`config.mk`:
```
export PLATFORM = sky130hd
export DESIGN_NAME = wced_win_alu
export DESIGN_NICKNAME = d
export VERILOG_FILES = /design/src/sv/wced_pkg.sv /design/src/sv/wced_win_alu.sv
export SDC_FILE = /design/constraint.sdc
export NUM_CORES = 2
export LEC_CHECK = 0
export ABC_AREA = 1
export BUFFER_PORTS_ARGS = -buffer_cell sky130_fd_sc_hd__buf_4
export CORE_UTILIZATION = 60
export CTS_CLUSTER_DIAMETER = 100
export DETAILED_ROUTE_END_ITERATION = 6
export GPL_TIMING_DRIVEN = 1
export PLACE_DENSITY_LB_ADDON = 0.2
export SETUP_SLACK_MARGIN = 0.2
export SLEW_MARGIN = 0
export SYNTH_ARGS = -nofsm -noshare
export SYNTH_HDL_FRONTEND = slang
export SYNTH_SLANG_ARGS = --single-unit
```
`constraint.sdc`:
```
create_clock -name clock -period 12.4 [get_ports clock]
set_input_delay 1.24 -clock clock [delete_from_list [all_inputs] [get_ports clock]]
set_output_delay 1.24 -clock clock [all_outputs]
set_load 0.03 [all_outputs]
```
`src/sv/wced_pkg.sv`:
```
`timescale 1ns / 1ps
// ---------------------------------------------------------------------------
// wced_pkg: shared types and constants of the window filter
// Field widths, register indexes, mode codes and the per-item control
// word that travels through the filter pipeline.
// ---------------------------------------------------------------------------
package wced_pkg;

   localparam int KERNEL_SIZE = 3;
   localparam int PIX_W       = 8;
   localparam int TAP_W       = 16;
   localparam int COLUMN_W    = KERNEL_SIZE * PIX_W;
   localparam int LINE_WORD_W = (KERNEL_SIZE - 1) * PIX_W;
   localparam int NUM_TAPS    = KERNEL_SIZE * KERNEL_SIZE;
   localparam int SUM_SHIFT   = 3;

   typedef logic [PIX_W-1:0]    pixel_type;
   typedef logic [COLUMN_W-1:0] column_type;
   typedef logic [TAP_W-1:0]    tap_type;

   typedef enum logic {
      OP_PIXEL = 1'b0,
      OP_DRAIN = 1'b1
   } opcode_type;

   typedef enum logic [1:0] {
      CSR_KERNEL_TOP    = 2'd0,
      CSR_KERNEL_MIDDLE = 2'd1,
      CSR_KERNEL_BOTTOM = 2'd2,
      CSR_MODE          = 2'd3
   } csr_index_type;

   typedef enum logic [1:0] {
      MODE_CONVOLVE = 2'd0,
      MODE_ERODE    = 2'd1,
      MODE_DILATE   = 2'd2,
      MODE_ZERO     = 2'd3
   } mode_type;

   typedef struct packed {
      logic pixel;
      logic emit;
      logic last;
      logic window_ok;
   } ctrl_type;

endpackage

```
`src/sv/wced_win_alu.sv`:
```
`timescale 1ns / 1ps
// ---------------------------------------------------------------------------
// wced_win_alu: window registers and filter arithmetic
// Holds the two previous columns of the window, forms the nine taps,
// reduces them to sum, minimum and maximum and selects the mode result.
// ---------------------------------------------------------------------------
module wced_win_alu (
   input  logic                 clock,
   input  logic                 reset,
   input  logic                 adv,
   input  wced_pkg::ctrl_type   s1_info,
   input  wced_pkg::column_type cur_col,
   input  wced_pkg::column_type kernel [wced_pkg::KERNEL_SIZE],
   input  wced_pkg::mode_type   mode,
   output logic                 res_valid,
   output wced_pkg::pixel_type  res_pixel,
   output logic                 res_last
);

   localparam int K  = wced_pkg::KERNEL_SIZE;
   localparam int PW = wced_pkg::PIX_W;
   localparam int NT = wced_pkg::NUM_TAPS;

   wced_pkg::column_type m1_ff, m2_ff;
   wced_pkg::column_type win [K];
   wced_pkg::tap_type    tap [NT];
   wced_pkg::tap_type    taps_ff [NT];
   wced_pkg::ctrl_type   s2_info_ff, s3_info_ff;
   wced_pkg::tap_type    acc, acc_ff;
   wced_pkg::pixel_type  lo, hi, lo_ff, hi_ff;

   // Column 0 of the kernel is the leftmost, i.e. the oldest column.
   always_comb begin
      win[0] = m2_ff;
      win[1] = m1_ff;
      win[2] = cur_col;
   end

   // A signed coefficient times an unsigned pixel needs the full tap width.
   always_comb begin
      logic signed [wced_pkg::TAP_W-1:0] prod;
      for (int r = 0; r < K; r++) begin
         for (int k = 0; k < K; k++) begin
            prod = $signed(kernel[r][k*PW +: PW]) * $signed({1'b0, win[k][r*PW +: PW]});
            tap[r*K + k] = wced_pkg::TAP_W'(prod);
         end
      end
   end

   always_ff @(posedge clock) begin
      if (adv && s1_info.pixel) begin
         m2_ff <= m1_ff;
         m1_ff <= cur_col;
      end
      if (adv) begin
         taps_ff <= tap;
      end
   end

   always_comb begin
      acc = '0;
      lo  = '1;
      hi  = '0;
      for (int i = 0; i < NT; i++) begin
         acc = acc + taps_ff[i];
         if (taps_ff[i][PW-1:0] < lo) begin
            lo = taps_ff[i][PW-1:0];
         end
         if (taps_ff[i][PW-1:0] > hi) begin
            hi = taps_ff[i][PW-1:0];
         end
      end
   end

   always_ff @(posedge clock) begin
      if (adv) begin
         acc_ff <= acc;
         lo_ff  <= lo;
         hi_ff  <= hi;
      end
   end

   always_ff @(posedge clock) begin
      if (reset) begin
         s2_info_ff <= '0;
         s3_info_ff <= '0;
      end else if (adv) begin
         s2_info_ff <= s1_info;
         s3_info_ff <= s2_info_ff;
      end
   end

   // A negative sum divides to zero or below and clamps to zero, so only
   // non-negative sums need the shift.
   always_comb begin
      res_pixel = '0;
      if (s3_info_ff.window_ok) begin
         case (mode)
            wced_pkg::MODE_CONVOLVE: begin
               if (!acc_ff[wced_pkg::TAP_W-1]) begin
                  res_pixel = acc_ff[wced_pkg::SUM_SHIFT +: PW];
               end
            end
            wced_pkg::MODE_ERODE:  res_pixel = lo_ff;
            wced_pkg::MODE_DILATE: res_pixel = hi_ff;
            wced_pkg::MODE_ZERO:   res_pixel = '0;
            default:               res_pixel = '0;
         endcase
      end
   end

   assign res_valid = s3_info_ff.emit;
   assign res_last  = s3_info_ff.last;

endmodule

```
Yosys cells after proc, flatten, opt, wreduce, memory -nomap -nowiden
Index checks and enable logic that the tools add are counted.

Register bits: 230. Input bits: 105. Output and inout bits: 10.

Add/sub/neg operators: 8. $mul: 9. Order comparisons: 18. Eq/ne operators: 3. Mux-type cells: 21. Reductions and logical operators: 2.

Operator list (count): 2-to-1 mux 8 bit (20); multiplier 8 x 9 -> 16 bit (9); adder 16 bit (8); greater-than comparator 8 bit (8); less-than comparator 8 bit (8); one-hot mux 8 bit (4 select lines) (1); greater-than comparator 8 x 1 -> 1 bit (second input constant) (1); less-than comparator 8 bit (second input constant) (1); == test 2 bit (second input constant) (2); == test 2 x 1 -> 1 bit (second input constant) (1); zero test 2 bit (1); logical AND 1 bit (1).

Depth between registers and ports, before layout
Depth in word-level cells: 18. Gate-level depth with buffers: 87. Gate-level depth less buffers: 86.

Least setup slack after synthesis
OpenSTA, ideal clock, no wires.

Path type: reg-to-reg. Start: register taps_ff[119] (netlist bit). End: register lo_ff[0], data pin. Arrival: 10.312 ns. Path slack: 1.835 ns. Cell stages (with the launch flop): 61. Path buffers: 7. Clock period less this slack: 10.565 ns. Cell sequence: edfxtp_1 ha_1 nand2_1 inv_1 nor2_1 o21a_1 nand2_2 buf_2 o21ai_0 ha_1 a21oi_1 nor2_1 a211oi_1 nand2_2 clkbuf_1 o21ai_0 ha_1 a21oi_1 (+25 left out) o21ai_0 ha_1 a21oi_1 nor2_1 a211oi_1 nand2_1 inv_1 buf_2 nand2_1 o21ai_0 inv_1 ha_1 a21oi_1 nor2_1 a211oi_1 nand2_4 nand2_1 nand2_1.

Word-level cells in the longest chain between the ends: 16.

Ends and longest elaborated chain: start, declared (line wced_win_alu.sv:27) `wced_pkg::tap_type taps_ff [NT];`; start signal, assigned (line wced_win_alu.sv:56) `taps_ff <= tap;`; less-than comparator 8 bit (line wced_win_alu.sv:66) `if (taps_ff[i][PW-1:0] < lo) begin`; 2-to-1 mux 8 bit (*) (line wced_win_alu.sv:66); less-than comparator 8 bit (line wced_win_alu.sv:66); 2-to-1 mux 8 bit (*) (line wced_win_alu.sv:66); less-than comparator 8 bit (line wced_win_alu.sv:66); 2-to-1 mux 8 bit (*) (line wced_win_alu.sv:66); less-than comparator 8 bit (line wced_win_alu.sv:66); 2-to-1 mux 8 bit (*) (line wced_win_alu.sv:66); less-than comparator 8 bit (line wced_win_alu.sv:66); 2-to-1 mux 8 bit (*) (line wced_win_alu.sv:66); less-than comparator 8 bit (line wced_win_alu.sv:66); 2-to-1 mux 8 bit (*) (line wced_win_alu.sv:66); less-than comparator 8 bit (line wced_win_alu.sv:66); 2-to-1 mux 8 bit (*) (line wced_win_alu.sv:66); less-than comparator 8 bit (line wced_win_alu.sv:66); 2-to-1 mux 8 bit (*) (line wced_win_alu.sv:66); named net lo[0] (line wced_win_alu.sv:30) `wced_pkg::pixel_type lo, hi, lo_ff, hi_ff;`; end signal, assigned (line wced_win_alu.sv:78) `lo_ff <= lo;`; end, declared (line wced_win_alu.sv:30).

Mark *: on every way through the listed nets, which the timed path passes. The rest lies on a longest branch. A chain may end at the register's enable or synchronous reset.

Worst setup path in the final report
Start: register taps_ff[119] (netlist bit). End: register hi_ff[4], data pin.

Word-level cells in the longest chain between the ends: 16.

Ends and longest elaborated chain: greater-than comparator 8 bit (line wced_win_alu.sv:69) `if (taps_ff[i][PW-1:0] > hi) begin`; 2-to-1 mux 8 bit (*) (line wced_win_alu.sv:69); greater-than comparator 8 bit (line wced_win_alu.sv:69); 2-to-1 mux 8 bit (*) (line wced_win_alu.sv:69); greater-than comparator 8 bit (line wced_win_alu.sv:69); 2-to-1 mux 8 bit (*) (line wced_win_alu.sv:69); greater-than comparator 8 bit (line wced_win_alu.sv:69); 2-to-1 mux 8 bit (*) (line wced_win_alu.sv:69); greater-than comparator 8 bit (line wced_win_alu.sv:69); 2-to-1 mux 8 bit (*) (line wced_win_alu.sv:69); greater-than comparator 8 bit (line wced_win_alu.sv:69); 2-to-1 mux 8 bit (*) (line wced_win_alu.sv:69); greater-than comparator 8 bit (line wced_win_alu.sv:69); 2-to-1 mux 8 bit (*) (line wced_win_alu.sv:69); greater-than comparator 8 bit (line wced_win_alu.sv:69); 2-to-1 mux 8 bit (*) (line wced_win_alu.sv:69); named net hi[4] (line wced_win_alu.sv:30); end signal, assigned (line wced_win_alu.sv:79) `hi_ff <= hi;`; end, declared (line wced_win_alu.sv:30).

Marks and branches as above.

==> flow_summary.toml <==
[outcome]
status = "finished, final reports clean"

[global_route]
overflow = 0
grt_pass1_vias = 24300
grt_pass1_wl_mm = 120
grt.total_usage_pct = 26.7
antenna_found_initial = 5
grt_max_degree = 72

[clock_tree]
clkSinkCount = 223
cts_root_buffer = "clkbuf_16"
clk_pin_slew_ns = 0.06
cts_tree = "built"
htree_levels = 1
numCtsBuffers = 28
cts_buffer_depth = 3
clkLatencyLatePin_ns = 0.57
cts_hold_buf = 0

[synthesis]
synth_edf_count = 217
syn_inst = 3859
ys_ff_latch = 223
synthFlopType = "edfxtp_1"
async_reset_ff_share_pct = 0
ys_warn_count = 0
synth_seq_area_share_pct = 20.0
syn_avg_cell_area_um2 = 8.61
syn_nets = 4881
syn-cell-area_um2 = 33200
synth.distinct_cells = 39

[final_layout]
multi_input_area_um2 = 22300
drive_gt1_share_pct = 6.91
syn2layout_area_growth_pct = 6.52
layout_commonest_cell = "inv_1"
diodes = 0
seq_area_um2 = 6640
final_cell_mix = "inv_1, nand2_1, ha_1, fa_1, edfxtp_1"
final_nets = 4880
fill_cells = 4495

[die]
num_rows = 85
die-height_um = 237
pin_count = 115
die_w_um = 237
die-area_um2 = 56300
coreArea_um2 = 54200
start_util_pct = 61.3

[sta]
fmax_ghz = 0.0894
fin_worst_skew_ns = 0.0196
period_share_pct = 90.2
worst_pin_slew_ns = 0.951
hold_viol = 0
hold_ws_ns = 0.458
slew_headroom_pct = 36.6
finalCriticalPeriod_ns = 11.18
rsz0062_at_grt = "false"
fin_tns_setup_ns = 0
setup_viol = 0
slew_viol_final = 0

[route]
drtIter0Drc = 1429
vias = 23800
vias_per_cell = 5.21
wl_per_cell_um = 15.6
drt_first_pass_iters = 6
drc = 0
drtAntennaViolNets = 0
totalWireLength_mm = 71.3

[worst_setup_path]
crit_required_ns = 12.71
crit_path_end_kind = "register"
reg2reg_depth = 65
cp_max_fo = 16
crit_slowest_cell = "edfxtp_1"
crit_path_start_kind = "register"
critical_path_class = "register to register"
slowest_delay_ns = 0.47
cp_common_cell = "nand2_1"
worst_ep_arrival_time_ns = 11.49

[worst_hold_path]
hold_depth = 2
hp-class = "register to register"

[placement]
gp_congestion = 0.918
port-buffer-count = 114
hpwl_mm = 58.6

[flow_run]
drv_cap = 0
==> cell usage after synthesis (2+ instances only) <==
cell / number / area share [%]
nor3_1: 3 / 0.045
nand2_4: 7 / 0.24
and2_1: 5 / 0.094
inv_2: 5 / 0.056
o21bai_1: 9 / 0.20
nand2_1: 839 / 9.5
nand2_2: 32 / 0.60
o21ai_0: 124 / 1.9
clkinv_1: 2 / 0.023
fa_1: 434 / 26
nand3_1: 75 / 1.1
xnor2_1: 65 / 1.7
o21a_1: 3 / 0.068
nand3_2: 3 / 0.090
or2_2: 51 / 0.96
inv_1: 982 / 11
a21oi_1: 143 / 2.2
dfxtp_1: 6 / 0.36
edfxtp_1: 217 / 20
nor2_1: 97 / 1.1
xor2_1: 72 / 1.9
buf_2: 2 / 0.030
o21ai_1: 2 / 0.030
a221oi_1: 2 / 0.053
nand3b_1: 4 / 0.090
nand4_1: 11 / 0.21
nor2_2: 2 / 0.038
o211ai_1: 2 / 0.045
ha_1: 483 / 18
a211oi_1: 17 / 0.38
clkbuf_1: 147 / 1.7
a22oi_1: 6 / 0.14
==> metrics by stage <==
stage	worst slack [ns]	instance area, um2	instances	util (%)
after floorplan	1.84	33200	3859	-
after global routing	0.203	35400	4572	65.3
after detailed placement	1.23	34400	4524	63.5
final	1.22	35400	4572	65.3
after global placement	1.38	34400	4524	63.5
after CTS	1.14	35400	4572	65.3
==> layout make-up <==
class                   count  area share, %
clock buffers              33           2.09
inverters                 989           10.5
repair buffers            118           2.51
multi-input cells        2498           63.1
flip-flops and latches    223           18.7
well taps                 696           2.46
clock inverters            15          0.629
==> path summary, 6_finish.rpt <==
| check | start | end | slack (ns) |
|---|---|---|---|
| worst max-delay path | taps_ff[119] | hi_ff[4] | 1.22 |
| worst min-delay path | s2_info_ff[2] | s2_info_ff[2] | 0.46 |
| worst max register to register | taps_ff[119] | hi_ff[4] | 1.22 |
| worst min register to register | s2_info_ff[2] | s2_info_ff[2] | 0.46 |
==> registers in the layout, summed over array words and instances (netlist names) <==
name,cells
hi_ff,8
s2_info_ff,3
acc_ff,9
res_last,1
m2_ff,24
m1_ff,24
lo_ff,8
taps_ff,144
s3_info_ff,1
res_valid,1
==> repair_timing <==
item,CTS,global route
hold endpoints to repair,0,0
gates resized for setup,0,7
setup buffers,0,0
endpoints found under the setup margin,0,16
==> routing by layer <==
layer | global-route usage [%] | up-vias | wire length (um)
met5 | 0 | - | 0
met4 | 6.08 | 0 | 1410
met3 | 2.87 | 96 | 3690
met2 | 44.8 | 559 | 34200
met1 | 37.2 | 11500 | 32100
li1 | - | 11700 | -
==> kinds of logic after synthesis <==
group | count (synthesis) | synth area share [%]
compound gates | 313 | 5.10
xor+xnor | 137 | 3.61
fa+ha+maj | 917 | 44.3
buf+inv | 1138 | 12.9
flops | 223 | 20.0
simple gates | 1131 | 14.1
==> worst max-delay path, delay by kind of cell (launching register included) <==
| kind | cells | cell delay [ns] |
|---|---|---|
| AND/OR/NAND/NOR | 33 | 3.85 |
| flip-flops | 1 | 0.47 |
| adder cells (fa/ha/maj) | 8 | 2.50 |
| buffers and inverters | 4 | 0.44 |
| AO/OA/AOI/OAI | 20 | 3.61 |
Power is left out: the tool's default activity adds up to more than one toggle a clock period on the data nets, which glitch-free logic cannot reach.
