$ cat config.mk
export PLATFORM = sky130hd
export DESIGN_NAME = wced_ctrl
export DESIGN_NICKNAME = d
export VERILOG_FILES = /design/src/sv/wced_pkg.sv /design/src/sv/wced_ctrl.sv
export SDC_FILE = /design/constraint.sdc
export NUM_CORES = 1
export LEC_CHECK = 0
export BUFFER_PORTS_ARGS = -buffer_cell sky130_fd_sc_hd__buf_2
export CAP_MARGIN = 0
export CORE_MARGIN = 1.5
export CORE_UTILIZATION = 48
export CTS_CLUSTER_DIAMETER = 80
export CTS_CLUSTER_SIZE = 16
export DETAILED_ROUTE_END_ITERATION = 8
export PLACE_DENSITY = 0.67
export SYNTH_ARGS = -nofsm -noshare
export SYNTH_HDL_FRONTEND = slang
export SYNTH_SLANG_ARGS = --single-unit
$ cat constraint.sdc
create_clock -name clock -period 2.97 [get_ports clock]
set_clock_uncertainty 0.15 [all_clocks]
set_input_delay 0.297 -clock clock [delete_from_list [all_inputs] [get_ports clock]]
set_output_delay 0.297 -clock clock [all_outputs]
set_load 0.01 [all_outputs]
$ cat src/sv/wced_pkg.sv
`timescale 1ns / 1ps
// ---------------------------------------------------------------------------
// wced_pkg: shared types and constants of the window filter
// Field widths, register indexes, mode codes and the per-item control
// word that travels through the filter pipeline.
// ---------------------------------------------------------------------------
package wced_pkg;

   localparam int KERNEL_SIZE = 3;
   localparam int PIX_W       = 8;
   localparam int TAP_W       = 16;
   localparam int COLUMN_W    = KERNEL_SIZE * PIX_W;
   localparam int LINE_WORD_W = (KERNEL_SIZE - 1) * PIX_W;
   localparam int NUM_TAPS    = KERNEL_SIZE * KERNEL_SIZE;
   localparam int SUM_SHIFT   = 3;

   typedef logic [PIX_W-1:0]    pixel_type;
   typedef logic [COLUMN_W-1:0] column_type;
   typedef logic [TAP_W-1:0]    tap_type;

   typedef enum logic {
      OP_PIXEL = 1'b0,
      OP_DRAIN = 1'b1
   } opcode_type;

   typedef enum logic [1:0] {
      CSR_KERNEL_TOP    = 2'd0,
      CSR_KERNEL_MIDDLE = 2'd1,
      CSR_KERNEL_BOTTOM = 2'd2,
      CSR_MODE          = 2'd3
   } csr_index_type;

   typedef enum logic [1:0] {
      MODE_CONVOLVE = 2'd0,
      MODE_ERODE    = 2'd1,
      MODE_DILATE   = 2'd2,
      MODE_ZERO     = 2'd3
   } mode_type;

   typedef struct packed {
      logic pixel;
      logic emit;
      logic last;
      logic window_ok;
   } ctrl_type;

endpackage

$ cat src/sv/wced_ctrl.sv
`timescale 1ns / 1ps
// ---------------------------------------------------------------------------
// wced_ctrl: frame position, drop and drain counters
// Tracks the raster position of the next pixel, drops the leading results
// of each frame and counts the trailing zeros owed after a frame.
// ---------------------------------------------------------------------------
module wced_ctrl #(
   parameter int  LINE_WIDTH   = 512,
   parameter int  FRAME_HEIGHT = 512,
   localparam int COL_W        = $clog2(LINE_WIDTH)
) (
   input  logic                 clock,
   input  logic                 reset,
   input  logic                 adv,
   input  logic                 accept,
   input  wced_pkg::opcode_type opcode,
   output logic [COL_W-1:0]     rd_addr,
   output logic [COL_W-1:0]     s1_col,
   output wced_pkg::ctrl_type   s1_info
);

   localparam int ROW_W = $clog2(FRAME_HEIGHT);
   localparam int WAIT  = (LINE_WIDTH * (wced_pkg::KERNEL_SIZE - 1)
                           + wced_pkg::KERNEL_SIZE) / 2;
   localparam int CNT_W = $clog2(WAIT + 1);

   localparam logic [COL_W-1:0] LAST_COL = COL_W'(LINE_WIDTH - 1);
   localparam logic [ROW_W-1:0] LAST_ROW = ROW_W'(FRAME_HEIGHT - 1);
   localparam logic [COL_W-1:0] EDGE_COL = COL_W'(wced_pkg::KERNEL_SIZE - 1);
   localparam logic [ROW_W-1:0] EDGE_ROW = ROW_W'(wced_pkg::KERNEL_SIZE - 1);
   localparam logic [CNT_W-1:0] WAIT_CNT = CNT_W'(WAIT);

   logic [COL_W-1:0]   column_ff, column_in;
   logic [ROW_W-1:0]   row_ff, row_in;
   logic [CNT_W-1:0]   skip_ff, skip_in;
   logic [CNT_W-1:0]   drain_ff, drain_in;
   wced_pkg::ctrl_type info;
   wced_pkg::ctrl_type s1_info_ff;
   logic [COL_W-1:0]   s1_col_ff;

   always_comb begin
      column_in = column_ff;
      row_in    = row_ff;
      skip_in   = skip_ff;
      drain_in  = drain_ff;
      info      = '0;
      if (accept) begin
         if (opcode == wced_pkg::OP_DRAIN) begin
            // A drain transaction with nothing owed leaves everything alone.
            if (drain_ff != '0) begin
               info.emit = 1'b1;
               info.last = (drain_ff == CNT_W'(1));
               drain_in  = drain_ff - CNT_W'(1);
            end
         end else begin
            drain_in       = '0;
            info.pixel     = 1'b1;
            info.emit      = (skip_ff == WAIT_CNT);
            info.window_ok = (row_ff >= EDGE_ROW) && (column_ff >= EDGE_COL);
            if (skip_ff != WAIT_CNT) begin
               skip_in = skip_ff + CNT_W'(1);
            end
            if (column_ff == LAST_COL) begin
               column_in = '0;
               if (row_ff == LAST_ROW) begin
                  row_in   = '0;
                  skip_in  = '0;
                  drain_in = WAIT_CNT;
               end else begin
                  row_in = row_ff + ROW_W'(1);
               end
            end else begin
               column_in = column_ff + COL_W'(1);
            end
         end
      end
   end

   always_ff @(posedge clock) begin
      if (reset) begin
         column_ff  <= '0;
         row_ff     <= '0;
         skip_ff    <= '0;
         drain_ff   <= '0;
         s1_info_ff <= '0;
      end else begin
         column_ff <= column_in;
         row_ff    <= row_in;
         skip_ff   <= skip_in;
         drain_ff  <= drain_in;
         if (adv) begin
            s1_info_ff <= info;
         end
      end
   end

   always_ff @(posedge clock) begin
      if (adv) begin
         s1_col_ff <= column_ff;
      end
   end

   assign rd_addr = column_ff;
   assign s1_col  = s1_col_ff;
   assign s1_info = s1_info_ff;

endmodule

---- Yosys cells after proc, flatten, opt, wreduce, memory -nomap -nowiden ----
Cells that the tools add are included.
word-level totals
  output and inout bits ................... 22
  input bits .............................. 5
  logic and storage cells ................. 42
  register bits ........................... 51
operators by class
  mux-type cells .......................... 15
  order comparisons ....................... 2
  eq/ne operators ......................... 6
  reductions and logical operators ........ 5
  add/sub/neg operators ................... 4
  bitwise gates (word level) .............. 1
operators with widths
  operator                 count
  $mux W10                 7
  $add A9 B1 Y9 const B    2
  $eq A9 B9 Y1 const B     2
  $ge A9 B2 Y1 const B     2
  $mux W9                  2
  $add A10 B1 Y10 const B  1
  $eq A10 B1 Y1 const B    1
  $eq A10 B10 Y1 const B   1
  $ne A10 B10 Y1 const B   1
  $reduce_bool A10 Y1      1
  $sub A10 B1 Y10 const B  1
  $mux W1                  4
  $mux W4                  1
  $reduce_and A2 Y1        2
  $reduce_and A3 Y1        1
  $mux W2                  1
  $ne A2 B1 Y1 const B     1
  $logic_and A1 B1 Y1      1
  $not A1 Y1               1

---- Logic depth before layout (Yosys ltp) ----
Gate-level depths: netlist of the first run.
  word-level depth ........................ 4
  gate-level depth with buffers ........... 10
  mapped depth without buffers ............ 8

---- Worst setup path before layout of the first run ----
OpenSTA, ideal clock, no wires.
  path type ............................... reg2reg
  start ................................... register column_ff[1], in the netlist rd_addr[1]
  end ..................................... register row_ff[5]
  data required time ...................... 2.692 ns
  cell stages (with the launch flop) ...... 11
  path buffers ............................ 2
  setup slack ............................. 0.771 ns
  arrival time ............................ 1.922 ns
  period minus slack after synthesis ...... 2.199 ns
  path through ............................ dfxtp_1 -> ha_1 -> nand3_1 -> nor2_1 -> ha_1 -> nand2_1 -> nor2_1 -> or2_2 -> clkbuf_1 -> clkbuf_1 -> nor2_1
between the ends
  word-level cells in the longest chain between the ends .. 2
RTL lines
  item                         line             text
  start: declaration           wced_ctrl.sv:33  logic [COL_W-1:0] column_ff, column_in;
  start signal: assignment     wced_ctrl.sv:87  column_ff <= column_in;
  $eq A9 B9 Y1                 wced_ctrl.sv:63  if (column_ff == LAST_COL) begin
  $reduce_and A3 Y1 (no line)  n/a
  end signal: assignment       wced_ctrl.sv:88  row_ff <= row_in;
  end: declaration             wced_ctrl.sv:34  logic [ROW_W-1:0] row_ff, row_in;
No other way between the ends.
A chain may end at the register's enable or synchronous reset.

---- Final worst setup path of the first run ----
  start ................................... register column_ff[1], in the netlist rd_addr[1]
  end ..................................... register row_ff[3]
The elaborated chain is that of the path after synthesis.

==> results of run 1 <==
## flip-flops by register name, summed over array words and instances (netlist names)
name and flops:
s1_col 9, skip_ff 10, rd_addr 9, row_ff 9, drain_ff 10, s1_info 4
## per-stage QoR
stage               cells  area (µm²)  utilization [%]
floorplan             260        2400                -
global placement      344        2580             54.2
detailed placement    344        2580             54.2
CTS                   352        2690             56.5
global route          352        2690             56.5
finish                352        2690             56.5
## report_power, final
group	internal [mW]	switching, mW
registers	0.735	0.0344
logic	0.104	0.140
clock network	0.251	0.230
total	1.09	0.405
## layout by cell type (no fill, tap or decap), types with 2 or more instances in the layout
cell / n
o21ai_0: 4
and3_1: 2
a41oi_1: 2
nor2_1: 35
inv_1: 7
xor2_1: 12
nand3b_1: 2
or4_1: 4
nor3b_1: 4
mux2i_1: 2
buf_2: 26
nor2b_1: 2
edfxtp_1: 9
dfxtp_1: 42
nor4_1: 3
or2_2: 2
nand2b_1: 6
nand3_1: 11
a21oi_1: 19
xnor2_1: 7
a31oi_1: 5
or3_1: 5
nand4_1: 9
o31ai_1: 3
nand2_1: 17
clkbuf_8: 5
nor3_1: 10
ha_1: 11
## critical path: stages (launching register included)
cell and delay, ns:
dfxtp_1 0.43, ha_1 0.25, nand3_1 0.09, nor2_1 0.10
ha_1 0.27, nand3b_1 0.34, or3_1 0.45, a21oi_1 0.13
## layer usage
layer	up-vias	global-route usage (%)	routed length, µm
met5	-	0	0
met4	0	8.02	55
met3	4	3.02	158
met2	30	28.5	2110
met1	857	23.7	2180
li1	968	-	-
## area by class of cell
| type | instances | area, µm² | area share (%) |
|---|---|---|---|
| multi-input cells | 192 | 1220 | 45.3 |
| clock inverters | 3 | 42.5 | 1.58 |
| flip-flops and latches | 51 | 1110 | 41.3 |
| clock buffers | 5 | 68.8 | 2.56 |
| well taps | 67 | 83.8 | 3.12 |
| repair buffers | 27 | 138 | 5.12 |
| inverters | 7 | 26.3 | 0.978 |
## final timing paths
check                                             start                      end  depth (start not counted)
worst min-delay path                              reset  rd_addr[1]$_SDFFE_PP0P_                          2
worst max register to register  rd_addr[1]$_SDFFE_PP0P_   row_ff[3]$_SDFFE_PP0P_                          7
worst max-delay path            rd_addr[1]$_SDFFE_PP0P_   row_ff[3]$_SDFFE_PP0P_                          7
worst min register to register  s1_info[1]$_SDFFE_PP0P_  s1_info[1]$_SDFFE_PP0P_                          2
## cells by family (layout without fill, tap and decap cells)
group | after synthesis | after routing | share of synthesized area (%)
AO/OA/AOI/OAI | 40 | 40 | 10.3
flip-flops | 51 | 51 | 46.3
multiplexers | 2 | 2 | 0.835
adder cells (fa/ha/maj) | 11 | 11 | 5.74
XOR/XNOR | 19 | 19 | 6.94
buffers and inverters | 17 | 42 | 2.92
AND/OR/NAND/NOR | 120 | 120 | 26.9
==> summary.md, run 1 <==
| Metric | Value |
|---|---|
| Syn nets | `276` |
| Crit path required time | `3.06 ns` |
| Setup TNS after final layout | `0 ns` |
| Rows | `25` |
| Async SR Flop Fraction | `0%` |
| Post-route minimum period | `2.29 ns` |
| Die Y-Extent | `73.7 µm` |
| CORE AREA | `4750 µm²` |
| PostCTS Resize Cnt | `0` |
| Filler Cell Count | `449` |
| Rel. slew slack | `66.6%` |
| Clk_lat worst skew | `0.30 ns` |
| Vias per cell | `5.28` |
| Worst hold slack | `0.210 ns` |
| DP HPWL | `3.13 mm` |
| Final setup viols | `0` |
| Ports | `27` |
| Fin. max-slew vios | `0` |
| Hold Fails Final Rpt | `0` |
| Pleak | `1.04 nW` |
| DR iter-0 viols | `131` |
| Worst-path fanout max | `12` |
| Vias post-DR | `1,859` |
| Yosys reg bits | `51` |
| Ys Warns | `0` |
| CTS H-tree lvls | `2` |
| Layout cells sized above 1 | `14.7%` |
| Yosys top cell area share | `35.1%` |
| # hold bufs at CTS | `0` |
| Gr usage total | `17.9%` |
| Initial cell density of the core | `50.4%` |
| RSZ-0062 raised after global routing | `false` |
| Die width | `73.7 µm` |
| CTS tree | `done` |
| Initial antenna violation count | `0` |
| Reg2reg setup slack | `0.68 ns` |
| Ys flop type | `dfxtp_1` |
| CP Capture Type | `flip-flop` |
| DRC | `0` |
| Synth cell types | `44` |
| Postcts setup bufs | `0` |
| Reg clk slew, reported paths | `0.10 ns` |
| Power, Total | `1.49 mW` |
| Routed len/inst | `12.8 µm` |
| GP Congestion | `0.831` |
| Worst hold path class | `primary input to flip-flop` |
| Clock Sinks | `51` |
| Synth area leader | `dfxtp_1` |
| Final WL | `4.51 mm` |
| Place WS | `0.692 ns` |
| Cell with the most instances after synthesis | `dfxtp_1` |
| Gr ovfl total | `0` |
| Mapped cell area | `2400 µm²` |
| Worst Tran Pin Value | `0.493 ns` |
| Root Buffer | `clkbuf_8` |
| FMAX | `0.437 GHz` |
| PortBufs | `26` |
| Crit Path Class | `flip-flop to flip-flop` |
| PD cells | `556 nW/µm²` |
| TritonRoute pass-1 iters | `4` |
| Die area | `5430 µm²` |
| Area growth from synthesis to layout | `12.1%` |
| Max-cap violation count | `0` |
| # diodes | `0` |
| Final #Nets | `300` |
| Routed Antenna Nets | `0` |
| Status | `complete, no violations` |
| Post-synthesis sequential area ratio | `46.3%` |
| CTS max path bufs | `2` |
| CP Data Arrival Time | `2.38 ns` |
| Critical path startpoint category | `flip-flop` |
| Global-route wire length before repair | `7.48 mm` |
| Final setup margin | `0.684 ns` |
| Post-Syn Area per Cell | `9.23 µm²` |
| CTS Buf Count | `5` |
| Most frequent cells after synthesis | `dfxtp_1 (42), nor2_1 (35), a21oi_1 (19)` |
| Synth top area cells | `dfxtp_1 (35%), edfxtp_1 (11%), ha_1 (5.7%), nor2_1 (5.5%), xor2_1 (4.4%)` |
| Cell count after synthesis | `260` |
| Largest net degree at the start of global routing | `18` |
| Fin crit share | `77.0%` |
| Max VDD drop | `0.318 mV` |
| Vias in the first global route | `1,623` |
| Post-synth EDFFs | `9` |
Power figures use the tool's default switching activity.
==> inputs of run 2 (changes only) <==
--- a/config.mk
+++ b/config.mk
@@ -5,6 +5,7 @@
 export SDC_FILE = /design/constraint.sdc
 export NUM_CORES = 1
 export LEC_CHECK = 0
+export ABC_AREA = 1
 export BUFFER_PORTS_ARGS = -buffer_cell sky130_fd_sc_hd__buf_2
 export CAP_MARGIN = 0
 export CORE_MARGIN = 1.5
==> constraint.sdc (replaced) <==
create_clock -name clock -period 2.3 [get_ports clock]
set_clock_uncertainty 0.15 [all_clocks]
set_input_delay 0.23 -clock clock [delete_from_list [all_inputs] [get_ports clock]]
set_output_delay 0.23 -clock clock [all_outputs]
set_load 0.01 [all_outputs]
==> run 2 against run 1 <==
Synthesized area rose by 15%. Largest cell class unchanged. Clock-buffer cell count did not move. Non-clock buffer count rose by 3. Die area rose by 14%. Routed wire length rose by 32%. Critical path depth rose by 6. Synthesized cell count rose by 43%. Via count rose by 36%. Worst hold slack got worse by 0.077 ns. Sequential power rose by 30%.
==> summary.md, run 2 <==
| Metric | Value |
|---|---|
| Crit Path Class | `flip-flop to flip-flop (unchanged)` |
| Reg-to-reg endpoint | `row_ff[7]$_SDFFE_PP0P_ (was row_ff[3]$_SDFFE_PP0P_)` |
| Max-cap violation count | `0 (unchanged)` |
| CP Data Arrival Time | `2.12 ns (was 2.38 ns)` |
| Post-Syn Area per Cell | `7.42 µm² (was 9.23 µm²)` |
| Hold Fails Final Rpt | `0 (unchanged)` |
| GP Congestion | `0.884 (was 0.831)` |
| Synth area leader | `dfxtp_1 (unchanged)` |
| Placed cell count | `468 (was 344)` |
| Async SR Flop Fraction | `0% (unchanged)` |
| PortBufs | `26 (unchanged)` |
| DR iter-0 viols | `116 (was 131)` |
| Worst hold path class | `primary input to flip-flop (unchanged)` |
| DP HPWL | `4.42 mm (was 3.13 mm)` |
| Complex-gate fraction of the synthesized area | `10.8% (was 10.3%)` |
| Routed len/inst | `12.5 µm (was 12.8 µm)` |
| Largest family of logic cells by synthesized area | `simple AND/OR/NAND/NOR gates (unchanged)` |
| Global-route wire length before repair | `9.87 mm (was 7.48 mm)` |
| Gr usage total | `19.9% (was 17.9%)` |
| Synth Area in XOR/XNOR | `1.90% (was 6.94%)` |
| Synth top area cells | `dfxtp_1 (30%), nand2_1 (11%), edfxtp_1 (9.8%), nor2_1 (7.9%), inv_1 (5.6%) (was dfxtp_1 (35%), edfxtp_1 (11%), ha_1 (5.7%), nor2_1 (5.5%), xor2_1 (4.4%))` |
| Reg clk slew, reported paths | `0.10 ns (about the same)` |
| Setup TNS after final layout | `0 ns (unchanged)` |
| Die Y-Extent | `78.8 µm (was 73.7 µm)` |
| Mapped cell area | `2760 µm² (was 2400 µm²)` |
| Yosys reg bits | `51 (unchanged)` |
| Cell with the most instances after synthesis | `nand2_1 (was dfxtp_1)` |
| Largest regs | `drain_ff x10, skip_ff x10 (unchanged)` |
| Final WL | `5.94 mm (was 4.51 mm)` |
| Reg2Reg Depth | `13 (was 7)` |
| Area growth from synthesis to layout | `11.2% (was 12.1%)` |
| RSZ-0062 raised after global routing | `false (unchanged)` |
| Yosys top cell area share | `30.5% (was 35.1%)` |
| Ys Warns | `0 (unchanged)` |
| Cell count after synthesis | `372 (was 260)` |
| Worst Tran Pin Value | `0.317 ns (was 0.493 ns)` |
| Die width | `78.8 µm (was 73.7 µm)` |
| CTS max path bufs | `2 (unchanged)` |
| Vias post-DR | `2,519 (was 1,859)` |
| Post-synthesis sequential area ratio | `40.3% (was 46.3%)` |
| # hold bufs at CTS | `0 (unchanged)` |
| Worst-path fanout max | `9 (was 12)` |
| Vias per cell | `5.29 (was 5.28)` |
| Layout cells sized above 1 | `15.3% (was 14.7%)` |
| Worst hold slack | `0.133 ns (was 0.210 ns)` |
| Initial cell density of the core | `49.8% (was 50.4%)` |
| Post-synth EDFFs | `9 (unchanged)` |
| Synth cell types | `39 (was 44)` |
| Largest net degree at the start of global routing | `18 (unchanged)` |
| Clock Sinks | `51 (unchanged)` |
| CTS Buf Count | `5 (unchanged)` |
| Root Buffer | `clkbuf_8 (unchanged)` |
| Ys flop type | `dfxtp_1 (unchanged)` |
| Reg2reg setup slack | `0.25 ns (was 0.68 ns)` |
| CTS tree | `done (unchanged)` |
| Fin crit share | `89.1% (was 77.0%)` |
| Most common cell after layout, fill and taps aside | `nand2_1 (was dfxtp_1)` |
| Hold EP | `drain_ff[7]$_SDFFE_PP0P_ (was rd_addr[1]$_SDFFE_PP0P_)` |
| Post-route minimum period | `2.05 ns (was 2.29 ns)` |
| Proportion of synthesized area in mux cells | `0.363% (was 0.835%)` |
| Die area | `6210 µm² (was 5430 µm²)` |
| Most frequent cells after synthesis | `nand2_1 (83), nor2_1 (58), dfxtp_1 (42) (was dfxtp_1 (42), nor2_1 (35), a21oi_1 (19))` |
| Crit path required time | `2.37 ns (was 3.06 ns)` |
| Max VDD drop | `0.260 mV (was 0.318 mV)` |
| Ports | `27 (unchanged)` |
| Vias in the first global route | `2,198 (was 1,623)` |
| CTS H-tree lvls | `2 (unchanged)` |
| FMAX | `0.488 GHz (was 0.437 GHz)` |
| Hold Path Cell Cnt | `2 (unchanged)` |
| CORE AREA | `5540 µm² (was 4750 µm²)` |
| TritonRoute pass-1 iters | `4 (unchanged)` |
| Rows | `27 (was 25)` |
| Reg2reg start | `rd_addr[0]$_SDFFE_PP0P_ (was rd_addr[1]$_SDFFE_PP0P_)` |
| Filler Cell Count | `569 (was 449)` |
| Final #Nets | `419 (was 300)` |
| Final std cells w/o fill | `476 (was 352)` |
| Synth Area in Adders | `4.99% (was 5.74%)` |
| Critical path startpoint category | `flip-flop (unchanged)` |
| Fin util | `55.4% (was 56.5%)` |
| Pleak | `1.37 nW (was 1.04 nW)` |
| Gr ovfl total | `0 (unchanged)` |
| Rel. slew slack | `78.8% (was 66.6%)` |
| Final setup viols | `0 (unchanged)` |
| CP Capture Type | `flip-flop (unchanged)` |
| Worst hold start | `reset (unchanged)` |
| Clk_lat worst skew | `0.31 ns (was 0.30 ns)` |
| Most frequent cells in the layout | `nand2_1 (83), nor2_1 (58), inv_1 (41), dfxtp_1 (41), buf_2 (26) (was dfxtp_1 (42), nor2_1 (35), buf_2 (26), a21oi_1 (19), nand2_1 (17))` |
| Status | `complete, no violations (unchanged)` |
| Routed Antenna Nets | `0 (unchanged)` |
| Syn nets | `388 (was 276)` |
| DRC | `0 (unchanged)` |
| PD cells | `644 nW/µm² (was 556 nW/µm²)` |
| # diodes | `0 (unchanged)` |
| Initial antenna violation count | `0 (unchanged)` |
| Post-synthesis simple-gate area fraction | `34.0% (was 26.9%)` |
| Fin. max-slew vios | `0 (unchanged)` |
[run 2: cell count changes in the layout (fill, tap and decap cells not counted), moves of 5 or more]
cell and change:
nand2_1 +66, inv_1 +34, nor2_1 +23, nand3_1 +11, xor2_1 -8, a21oi_2 +6, nand2b_1 -6, a31oi_1 -5
nand4_1 +5, or3_1 -5, xnor2_1 -5
[run 2: repair_timing]
| action | CTS | global route |
|---|---|---|
| endpoints found under the hold margin | 0 | 0 |
| buffers inserted | 0 | 0 |
| gates resized for setup | 0 | 3 |
| setup endpoints to repair | 0 | 3 |
[run 2: power breakdown]
part           internal [mW]  leakage, nW  switching (mW)
logic                  0.158        0.894           0.294
registers              0.953        0.435          0.0455
clock network          0.213       0.0418           0.314
[run 2: worst max-delay path, stage by stage (launching register included)]
cell     delay (ns)
dfxtp_4        0.38
ha_1           0.19
nand3_1        0.08
nor2_1         0.13
and3_1         0.16
ha_1           0.18
buf_6          0.14
nand2_8        0.09
nor2_8         0.12
nand3_2        0.09
nor2_1         0.10
nand2_1        0.05
nand2_1        0.06
nor2_1         0.03
[run 2: cell families after synthesis]
family,after synthesis
simple gates,202
mux,1
fa+ha+maj,11
compound gates,49
xor+xnor,6
flops,51
buf+inv,52
[run 2: metrics by stage]
step                area (µm²)  total power, mW  setup WS, ns
finish                    3070             1.98         0.251
global placement          2970             1.47         0.223
floorplan                 2760             1.37         0.107
global route              3070             2.10        0.0154
detailed placement        2970             1.47         0.176
CTS                       3060             2.00         0.153
[run 2: layout make-up]
| cell class | instances | area (µm²) | share of cell area, % |
|---|---|---|---|
| timing repair buffer | 30 | 164 | 5.34 |
| sequential | 51 | 1110 | 36.3 |
| multi-input combinational | 269 | 1440 | 46.8 |
| clock inverter | 3 | 20.0 | 0.652 |
| tap | 72 | 90.1 | 2.93 |
| clock buffer | 5 | 68.8 | 2.24 |
| inverter | 46 | 175 | 5.70 |
[run 2: layer usage]
metal  global-route usage [%]  part of all wire, %  up-vias
met5                        0                    0        -
met4                     5.79                  1.3        0
met3                     3.91                  4.6        9
met2                     31.9                   46       61
met1                     27.3                   48     1165
li1                         -                    -     1284
[run 2: worst max-delay path by stage]
stage | start | endpoint | depth (start not counted)
6_report | rd_addr[0]$_SDFFE_PP0P_ | row_ff[7]$_SDFFE_PP0P_ | 13
5_1_grt | rd_addr[0]$_SDFFE_PP0P_ | row_ff[7]$_SDFFE_PP0P_ | 13
4_1_cts | rd_addr[0]$_SDFFE_PP0P_ | row_ff[7]$_SDFFE_PP0P_ | 13
3_5_place_dp | rd_addr[0]$_SDFFE_PP0P_ | row_ff[7]$_SDFFE_PP0P_ | 13
3_3_place_gp | rd_addr[0]$_SDFFE_PP0P_ | row_ff[6]$_SDFFE_PP0P_ | 11
2_1_floorplan | rd_addr[1]$_SDFFE_PP0P_ | skip_ff[2]$_SDFFE_PP0P_ | 12
